$ cat src/rtl/tgsa_pkg.sv
// ----------------------------------------------------------------------------
// tgsa_pkg
// shared constants, codes and controller/datapath interface types for the
// table grid slot assigner
// ----------------------------------------------------------------------------
package tgsa_pkg;

  // grid bounds
  localparam int MAX_COLUMNS = 64;
  localparam int MAX_ROWS    = 256;

  // internal widths derived from the bounds
  localparam int COL_W     = $clog2(MAX_COLUMNS + 1);
  localparam int COL_IDX_W = $clog2(MAX_COLUMNS);
  localparam int ROW_W     = $clog2(MAX_ROWS + 1);
  localparam int ROW_IDX_W = $clog2(MAX_ROWS);

  // fixed field widths
  localparam int ACTION_W    = 2;
  localparam int CSPAN_W     = 7;
  localparam int RSPAN_W     = 9;
  localparam int SLOT_COL_W  = 6;
  localparam int SLOT_ROW_W  = 8;
  localparam int COLS_USED_W = 7;
  localparam int ROWS_USED_W = 9;

  // free-slot scan: columns looked at per cycle
  localparam int SCAN_W     = 8;
  localparam int SCAN_LOG   = $clog2(SCAN_W);
  localparam int SCAN_IDX_W = COL_W + SCAN_LOG;

  // compare widths for span clipping
  localparam int CMP_CW = (CSPAN_W > COL_W) ? CSPAN_W : COL_W;
  localparam int CMP_RW = (RSPAN_W > ROW_W) ? RSPAN_W : ROW_W;

  typedef enum logic [ACTION_W-1:0] {
    ACT_BEGIN_ROW  = 2'd0,
    ACT_PLACE_CELL = 2'd1,
    ACT_END_ROW    = 2'd2,
    ACT_CLEAR      = 2'd3
  } action_t;

  typedef enum logic [2:0] {
    S_IDLE,
    S_DECODE,
    S_SCAN,
    S_CLIP,
    S_MREAD,
    S_MWRITE,
    S_EMIT
  } state_t;

  typedef struct packed {
    logic latch;        // capture input word
    logic simple;       // apply begin row, end row or clear
    logic drop;         // cell dropped, cursor row past the grid
    logic col_exhaust;  // cell dropped, no free column left
    logic rd_cursor;    // read occupancy row at cursor, start scan
    logic scan;         // advance free-slot scan
    logic clip;         // clip spans, update counts, build mask
    logic rd_mark;      // read row being marked
    logic wr_mark;      // write marked row back
    logic load_out;     // load output register
  } cmd_t;

  typedef struct packed {
    action_t act;
    logic    row_full;
    logic    scan_found;
    logic    scan_none;
    logic    mark_last;
  } status_t;

endpackage

$ cat src/rtl/tgsa_ctrl.sv
// ----------------------------------------------------------------------------
// tgsa_ctrl
// sequencer for the slot assigner: handshakes and command issue per word
// ----------------------------------------------------------------------------
module tgsa_ctrl (
  input  logic              clk,
  input  logic              rst,
  input  logic              in_valid,
  output logic              in_ready,
  output logic              out_valid,
  input  logic              out_ready,
  input  tgsa_pkg::status_t sts,
  output tgsa_pkg::cmd_t    cmd
);
  import tgsa_pkg::*;

  state_t state, state_next;
  logic   out_valid_next;

  always_ff @(posedge clk) begin
    if (rst) begin
      state     <= S_IDLE;
      out_valid <= 1'b0;
    end else begin
      state     <= state_next;
      out_valid <= out_valid_next;
    end
  end

  always_comb begin
    state_next = state;
    cmd        = '0;
    in_ready   = 1'b0;
    case (state)
      S_IDLE: begin
        in_ready = 1'b1;
        if (in_valid) begin
          cmd.latch  = 1'b1;
          state_next = S_DECODE;
        end
      end
      S_DECODE: begin
        if (sts.act == ACT_PLACE_CELL) begin
          if (sts.row_full) begin
            cmd.drop   = 1'b1;
            state_next = S_EMIT;
          end else begin
            cmd.rd_cursor = 1'b1;
            state_next    = S_SCAN;
          end
        end else begin
          cmd.simple = 1'b1;
          state_next = S_EMIT;
        end
      end
      S_SCAN: begin
        if (sts.scan_found) begin
          cmd.scan   = 1'b1;
          state_next = S_CLIP;
        end else if (sts.scan_none) begin
          cmd.col_exhaust = 1'b1;
          state_next      = S_EMIT;
        end else begin
          cmd.scan = 1'b1;
        end
      end
      S_CLIP: begin
        cmd.clip   = 1'b1;
        state_next = S_MREAD;
      end
      S_MREAD: begin
        cmd.rd_mark = 1'b1;
        state_next  = S_MWRITE;
      end
      S_MWRITE: begin
        cmd.wr_mark = 1'b1;
        state_next  = sts.mark_last ? S_EMIT : S_MREAD;
      end
      S_EMIT: begin
        if (!out_valid || out_ready) begin
          cmd.load_out = 1'b1;
          state_next   = S_IDLE;
        end
      end
      default: begin
        state_next = S_IDLE;
      end
    endcase
  end

  always_comb begin
    if (cmd.load_out) begin
      out_valid_next = 1'b1;
    end else if (out_ready) begin
      out_valid_next = 1'b0;
    end else begin
      out_valid_next = out_valid;
    end
  end

endmodule

$ cat config.mk
export PLATFORM = sky130hd
export DESIGN_NAME = tgsa_ctrl
export DESIGN_NICKNAME = d
export VERILOG_FILES = /design/src/rtl/tgsa_pkg.sv /design/src/rtl/tgsa_ctrl.sv
export SDC_FILE = /design/constraint.sdc
export NUM_CORES = 1
export LEC_CHECK = 0
export ABC_AREA = 1
export BUFFER_PORTS_ARGS = -buffer_cell sky130_fd_sc_hd__buf_2
export CAP_MARGIN = 0
export CORE_AREA = 4 4 41 43
export CTS_BUF_LIST = sky130_fd_sc_hd__clkbuf_8
export DETAILED_ROUTE_END_ITERATION = 8
export DIE_AREA = 0 0 45 47
export GPL_TIMING_DRIVEN = 0
export REMOVE_ABC_BUFFERS = 1
export SLEW_MARGIN = 10
export SYNTH_ARGS = -nofsm -noshare
export SYNTH_HDL_FRONTEND = slang
export SYNTH_SLANG_ARGS = --single-unit
$ cat constraint.sdc
create_clock -name clk -period 1.2 [get_ports clk]
set_input_delay 0.12 -clock clk [delete_from_list [all_inputs] [get_ports clk]]
set_output_delay 0.12 -clock clk [all_outputs]
set_load 0.01 [all_outputs]
Word-level counts from Yosys, hierarchy flattened

Cells that the tools add are included.

Input port bits: 10
Output and inout bits: 12
Word-level logic and storage cells: 48
Bits in registers: 4

Multiplexer cells: 31
Equal/unequal tests: 10
Reduce and logical (&&, ||, !) cells: 5

Operators with widths:

| operator                                      | number |
|---|---|
| 2-to-1 mux 1 bit                              | 22 |
| one-hot mux 3 bit (7 select lines)            | 1 |
| 2-to-1 mux 3 bit                              | 6 |
| == test 3 bit, second input constant          | 3 |
| == test 3 x 2 -> 1 bit, second input constant | 2 |
| 2-to-1 mux 2 bit                              | 2 |
| != test 2 bit, second input constant          | 2 |
| == test 3 x 1 -> 1 bit, second input constant | 1 |
| logical NOT 3 bit                             | 1 |
| != test 3 bit, second input constant          | 1 |
| AND reduction 3 bit                           | 1 |
| == test 2 x 1 -> 1 bit, second input constant | 1 |
| nonzero test 2 bit                            | 1 |
| logical NOT 1 bit                             | 1 |
| logical OR 1 bit                              | 1 |

Logic depth before layout (Yosys ltp)

Gate-level depths: netlist of the first run.

Word-level depth: 5
Gate-level depth with buffers: 7
Depth with buffers taken out: 7

Worst setup path after synthesis of the first run

Ideal clock, no wire load.

Kind: flip-flop to output port
From: register state[0]
To: output port cmd[7] (netlist name)
Cell stages (with the launch flop): 5
Path slack: 0.017 ns
Arrival: 1.063 ns
Required time: 1.080 ns
Path buffers: 0
Cells stage by stage: dfxtp_1 > nand2_1 > nor2_1 > inv_1 > nor4_1

RTL lines:

| element                  | line            | source |
|---|---|---|
| start: declaration       | tgsa_ctrl.sv:17 | `state_t state, state_next;` |
| start signal: assignment | tgsa_ctrl.sv:25 | `state <= state_next;` |
| end: declaration         | tgsa_ctrl.sv:13 | `output tgsa_pkg::cmd_t cmd` |

==> impl_metrics.json, run 1 <==
{
  "run_status": "finished with violations",
  "failed_checks": "negative setup slack",
  "groute.usage.overall_pct": 10.9,
  "cts_hold_repair.buffers": 0,
  "post-synth-top-count-cell": "sky130_fd_sc_hd__nor2_1",
  "drtAntennaViolNets": 0,
  "post_synth_edffs": 0,
  "timing.max_cap.violations": 0,
  "layout-area-overhead-vs-synth_pct": 68.9,
  "finalCriticalPeriod_ns": 1.30,
  "floorplan.core_area_mm2": 0.00130,
  "global_route_wire_length_before_repair_um": 1600,
  "synthTopCellsByCount": "13 x sky130_fd_sc_hd__nor2_1, 12 x sky130_fd_sc_hd__inv_1, 8 x sky130_fd_sc_hd__nand2_1",
  "rsz0062_at_grt": "yes",
  "power_per_cell_area_mw_per_mm2": 2550,
  "synth_seq_cells": 4,
  "vdd_ir_drop_max_mv": 1.10,
  "ports": 22,
  "synth_top_area_share_pct": 21.0,
  "slew_violations": 0,
  "path_cells": "inv_2 -> nand2_4 -> nor2_4 -> inv_2 -> nor4_2 -> buf_2",
  "drt_iter0_markers": 3,
  "worst_case_setup_slack_after_placement_ns": -0.0479,
  "worst_ep_required_time_ns": 1.08,
  "numCtsBuffers": 3,
  "place_hpwl_um": 771,
  "finish.net_count": 105,
  "wl_per_cell_um": 9.72,
  "synth-seq-area-share_pct": 21.0,
  "period_share_pct": 108,
  "antennaDiodeCount": 0,
  "ys_types": 20,
  "synth_area_per_cell_um2": 6.16,
  "postSynth.topFlopCell": "sky130_fd_sc_hd__dfxtp_1",
  "tritoncts_num_sinks": 4,
  "worstSetupPathType": "flip-flop to output pin",
  "place.gp.congestion": 0.753,
  "dieHeight_um": 47,
  "leakage_uw": 0.000345,
  "timing.critical_path.to_type": "output pin",
  "yosysWarnings": 0,
  "drt_pass1_iterations": 2,
  "globalRouteOverflowTotal": 0,
  "drt_drc_violations_left": 0,
  "worst_clock_skew_ns": 0.00227,
  "initial_utilization_pct": 29.3,
  "cts_root_buffer": "sky130_fd_sc_hd__clkbuf_8",
  "vias_in_the_first_global_route": 454,
  "tightestPinTransition_ns": 0.266,
  "relSlewSlack_pct": 82.1,
  "worstPathMaxFanout": 4,
  "timing.critical_path.slowest_stage_cell": "sky130_fd_sc_hd__dfxtp_4",
  "synth_area_leaders": "sky130_fd_sc_hd__dfxtp_1 21%, sky130_fd_sc_hd__nor2_1 13%, sky130_fd_sc_hd__inv_1 12%",
  "clock_path_buffers": 2,
  "rows": 13,
  "setup_ws_ns": -0.0994,
  "cp.arrival_ns": 1.18,
  "cts_max_level": 1,
  "holdCritPathClass": "primary input to flip-flop",
  "fp.dieW_um": 45,
  "average_vias_per_placed_instance": 4.62,
  "insertion_delay_ns": 0.22,
  "fmax_mhz": 770,
  "synth_area_leader_cell": "sky130_fd_sc_hd__dfxtp_1",
  "vias": 499,
  "num-fill-cells": 142,
  "final_core_util_pct": 49.5,
  "postRouteWirelength_um": 1050,
  "hold_viol": 0,
  "critical-path-max-stage-delay_ns": 0.35,
  "cpMostUsedCell": "sky130_fd_sc_hd__inv_2",
  "worst_setup_hold_path_clk_slew_ns": 0.03,
  "syn_inst": 62,
  "final.setup.tns_ns": -0.108,
  "setup.worst_path.start_class": "flip-flop",
  "port-buffer-count": 21,
  "number_of_antenna_violations_at_the_first_check_in_global_routing": 0,
  "tritoncts": "done",
  "number_of_failing_setup_endpoints_in_the_final_timing_report": 2,
  "share_of_layout_cells_above_drive_strength_1_pct": 61.3,
  "synth_area_um2": 382,
  "dieArea_mm2": 0.00212,
  "share_of_flip_flops_with_an_asynchronous_set_or_reset_after_synthesis_pct": 0,
  "pin_count_of_the_biggest_net_entering_global_routing": 8
}
area by class of cell:
class / count / area, um2 / area share (%)
multi-input combinational: 44 / 282 / 43.7
sequential: 4 / 88.8 / 13.8
clock buffer: 3 / 41.3 / 6.41
tap: 15 / 18.8 / 2.91
inverter: 13 / 48.8 / 7.57
timing repair buffer: 29 / 165 / 25.6
stage by stage:
step	hold WS [ns]	instances	total power [uW]	cell area, um2
global route	0.103	108	1770	644
CTS	0.0937	107	1570	613
global placement	0.331	97	998	498
floorplan	0.190	61	797	374
finish	0.0972	108	1640	644
detailed placement	0.331	97	1010	498
path summary, 6_finish.rpt:
kind | start | endpoint | slack, ns | depth (start not counted)
setup / recovery | state[1] | cmd[7] | -0.1 | 6
hold / removal | rst | state[0] | 0.1 | 2
setup reg to reg | state[2] | state[2] | 0.06 | 7
hold reg to reg | state[2] | state[2] | 0.60 | 2
registers in the layout (all words and copies together) (netlist names):
signal,flops
state,3
out_valid,1
kinds of logic (layout without fill, tap and decap cells):
| family | Yosys count | after routing | share of synthesized area [%] |
|---|---|---|---|
| AND/OR/NAND/NOR | 38 | 38 | 53.8 |
| buffers and inverters | 14 | 45 | 14.8 |
| AO/OA/AOI/OAI | 6 | 6 | 10.5 |
| flip-flops | 4 | 4 | 21.0 |
critical path, delay by kind of cell, from the launching register on:
family	cells	cell delay, ns
buffers and inverters	3	0.30
and+or+nand+nor	3	0.32
DFF	1	0.35
what timing repair did:
item                                    CTS  global route
gates resized for setup                  11             5
endpoints found under the setup margin    9             7
buffers inserted                          7             1
pin swaps                                 2             2
cell usage in the layout, fill, tap and decap left out, drive strengths merged:
cell type	n
nor3	3
a21oi	4
nor2	17
clkbuf	3
inv	13
nand2	13
nor4	2
nand3	2
o21ai	1
nand4	1
dfxtp	4
o211ai	1
buf	29
power by group:
part           leakage [uW]  switching [uW]  internal (uW)
clock network     0.0000216            67.8            214
registers         0.0000345             121            212
logic              0.000289             537            492
metal layers:
| layer | vias up | routed length [um] | GRT usage, % |
|---|---|---|---|
| li1 | 256 | - | - |
| met1 | 221 | 377 | 10.0 |
| met2 | 17 | 555 | 19.5 |
| met3 | 5 | 68 | 1.53 |
| met4 | 0 | 48 | 12.3 |
| met5 | - | 0 | 0 |
Note: power is estimated with default switching activity, not from simulation.
==> run 2, diff against run 1 <==
--- a/config.mk
+++ b/config.mk
@@ -9,7 +9,7 @@
 export BUFFER_PORTS_ARGS = -buffer_cell sky130_fd_sc_hd__buf_2
 export CAP_MARGIN = 0
 export CORE_AREA = 4 4 41 43
-export CTS_BUF_LIST = sky130_fd_sc_hd__clkbuf_8
+export CTS_BUF_LIST = sky130_fd_sc_hd__clkbuf_4
 export DETAILED_ROUTE_END_ITERATION = 8
 export DIE_AREA = 0 0 45 47
 export GPL_TIMING_DRIVEN = 0
==> run 2 against run 1 <==
Against the previous run:
- routed wire length increased by 0.57%
- clock-buffer cell count unchanged
- via count decreased by 1.6%
- critical path type unchanged
- sequential power increased by 3%
- sequential share of layout area increased by 0.76 points
- combinational power about the same
- the run still ends with negative setup slack left
- highest routed layer unchanged
==> impl_metrics.json, run 2 (synthesized netlist as in run 1, its figures left out) <==
{
  "run_status": "finished with violations",
  "failed_checks": "negative setup slack",
  "average_vias_per_placed_instance": 4.59,
  "period_share_pct": 109,
  "worstPathMaxFanout": 4,
  "placedCellCount": 97,
  "rows": 13,
  "antennaDiodeCount": 0,
  "switching_power_uw": 716,
  "hold_viol": 0,
  "setup_ws_ns": -0.113,
  "worstSetupPathType": "flip-flop to output pin",
  "seq_power_share_pct": 22.5,
  "numCtsBuffers": 3,
  "initial_utilization_pct": 29.3,
  "timing.critical_path.slowest_stage_cell": "sky130_fd_sc_hd__dfxtp_4",
  "tritoncts": "done",
  "place.gp.congestion": 0.753,
  "place_hpwl_um": 771,
  "globalRouteOverflowTotal": 0,
  "min_from": "rst",
  "p_comb_share_pct": 66.7,
  "dieArea_mm2": 0.00212,
  "fin_worst_hold_slack_ns": 0.0809,
  "critical-path-max-stage-delay_ns": 0.36,
  "groute.usage.overall_pct": 10.5,
  "power_per_cell_area_mw_per_mm2": 2430,
  "dieHeight_um": 47,
  "cpLargestDelayFamily": "flip-flops",
  "worst_clock_skew_ns": 0.00339,
  "share_of_total_power_consumed_by_net_switching_pct": 47.0,
  "fp.dieW_um": 45,
  "setup.worst_path.start_class": "flip-flop",
  "worst_ep_required_time_ns": 1.08,
  "top_regs": "state: 3 flops, out_valid: 1 flops",
  "tritoncts_num_sinks": 4,
  "timing.critical_path.to_type": "output pin",
  "critical_path.n_buffers_inverters": 3,
  "cts_hold_repair.buffers": 0,
  "port-buffer-count": 21,
  "tightestPinTransition_ns": 0.267,
  "drt_drc_violations_left": 0,
  "number_of_antenna_violations_at_the_first_check_in_global_routing": 0,
  "postRouteWirelength_um": 1060,
  "worst_setup_hold_path_clk_slew_ns": 0.04,
  "crit_path_start": "state[1]",
  "vias_in_the_first_global_route": 451,
  "number_of_failing_setup_endpoints_in_the_final_timing_report": 2,
  "relSlewSlack_pct": 82.0,
  "drt_iter0_markers": 3,
  "insertion_delay_ns": 0.23,
  "cpMostUsedCell": "sky130_fd_sc_hd__inv_2",
  "clock_path_buffers": 2,
  "largest_register_ff_count": 3,
  "rrSetupSlack_ns": 0.05,
  "layout-area-overhead-vs-synth_pct": 64.6,
  "final_core_util_pct": 48.3,
  "layout.cells.non_filler": 107,
  "ports": 22,
  "timing.max_cap.violations": 0,
  "worst_r2r_startpoint": "state[2]",
  "clkPwrFrac_pct": 10.9,
  "cellInternalPower_uw": 809,
  "wl_per_cell_um": 9.87,
  "floorplan.core_area_mm2": 0.00130,
  "path_cells": "inv_2 -> nand2_4 -> nor2_4 -> inv_2 -> nor4_2 -> buf_2",
  "fmax_mhz": 762,
  "vdd_ir_drop_max_mv": 0.903,
  "share_of_layout_cells_above_drive_strength_1_pct": 62.0,
  "cts_root_buffer": "sky130_fd_sc_hd__clkbuf_4",
  "global_route_wire_length_before_repair_um": 1580,
  "holdCritPathClass": "primary input to flip-flop",
  "largest_register": "state",
  "cp.arrival_ns": 1.19,
  "finish.net_count": 104,
  "pin_count_of_the_biggest_net_entering_global_routing": 8,
  "finalCriticalPeriod_ns": 1.31,
  "drtAntennaViolNets": 0,
  "drt_pass1_iterations": 4,
  "leakage_uw": 0.000334,
  "final.setup.tns_ns": -0.147,
  "slew_violations": 0,
  "cts_max_level": 1,
  "vias": 491,
  "most_common_cell_after_layout_fill_and_taps_aside": "sky130_fd_sc_hd__buf_2",
  "rsz0062_at_grt": "yes",
  "commonest_non_fill_non_tap_cells_in_the_layout": "21 x sky130_fd_sc_hd__buf_2, 10 x sky130_fd_sc_hd__inv_1, 10 x sky130_fd_sc_hd__nor2_1"
}
-- run 2: power by group through the flow --
stage | logic, uW | registers, uW | clock network [uW]
2_1_floorplan | 522 | 274 | 0
3_3_place_gp | 700 | 298 | 0
3_5_place_dp | 709 | 300 | 0
4_1_cts | 966 | 332 | 173
5_1_grt | 1110 | 353 | 183
6_report | 1020 | 343 | 165
-- run 2: timing repair --
action	CTS	global route
gates resized for setup	13	6
pin swaps	3	1
buffers inserted	7	0
setup endpoints to repair	10	9
-- run 2: worst paths after layout --
| path | end | cells past startpoint |
|---|---|---|
| worst min-delay path | state[0] | 2 |
| worst max-delay path | cmd[7] | 6 |
| worst min register to register | state[2] | 2 |
| worst max register to register | state[1] | 6 |
-- run 2: routing by layer --
layer / GRT usage, % / vias up / routed length, um
met5: 0 / - / 0
met4: 10.5 / 0 / 23
met3: 1.53 / 3 / 67
met2: 19.5 / 15 / 574
met1: 9.55 / 219 / 391
li1: - / 254 / -
-- run 2: area by class of cell --
class	instances	area (um2)
Fill cell	146	673
Multi-Input combinational cell	44	285
Timing Repair Buffer	28	161
Sequential cell	4	91.3
Inverter	13	48.8
Clock buffer	3	22.5
Tap cell	15	18.8
-- run 2: through the flow --
| step | setup WS (ns) | cell area [um2] | total power (uW) |
|---|---|---|---|
| finish | -0.113 | 628 | 1520 |
| global route | -0.211 | 628 | 1650 |
| CTS | -0.114 | 601 | 1470 |
| detailed placement | -0.0479 | 498 | 1010 |
| global placement | -0.0505 | 498 | 998 |
| floorplan | 0.0171 | 374 | 797 |
-- run 2: worst register-to-register path, cell delays in order (launching register included) --
cell and delay, ns:
sky130_fd_sc_hd__dfxtp_4 0.37, sky130_fd_sc_hd__nor2_2 0.15, sky130_fd_sc_hd__nand2_2 0.09, sky130_fd_sc_hd__buf_4 0.15, sky130_fd_sc_hd__nand2_1 0.05, sky130_fd_sc_hd__o21ai_0 0.11
sky130_fd_sc_hd__a21oi_2 0.15
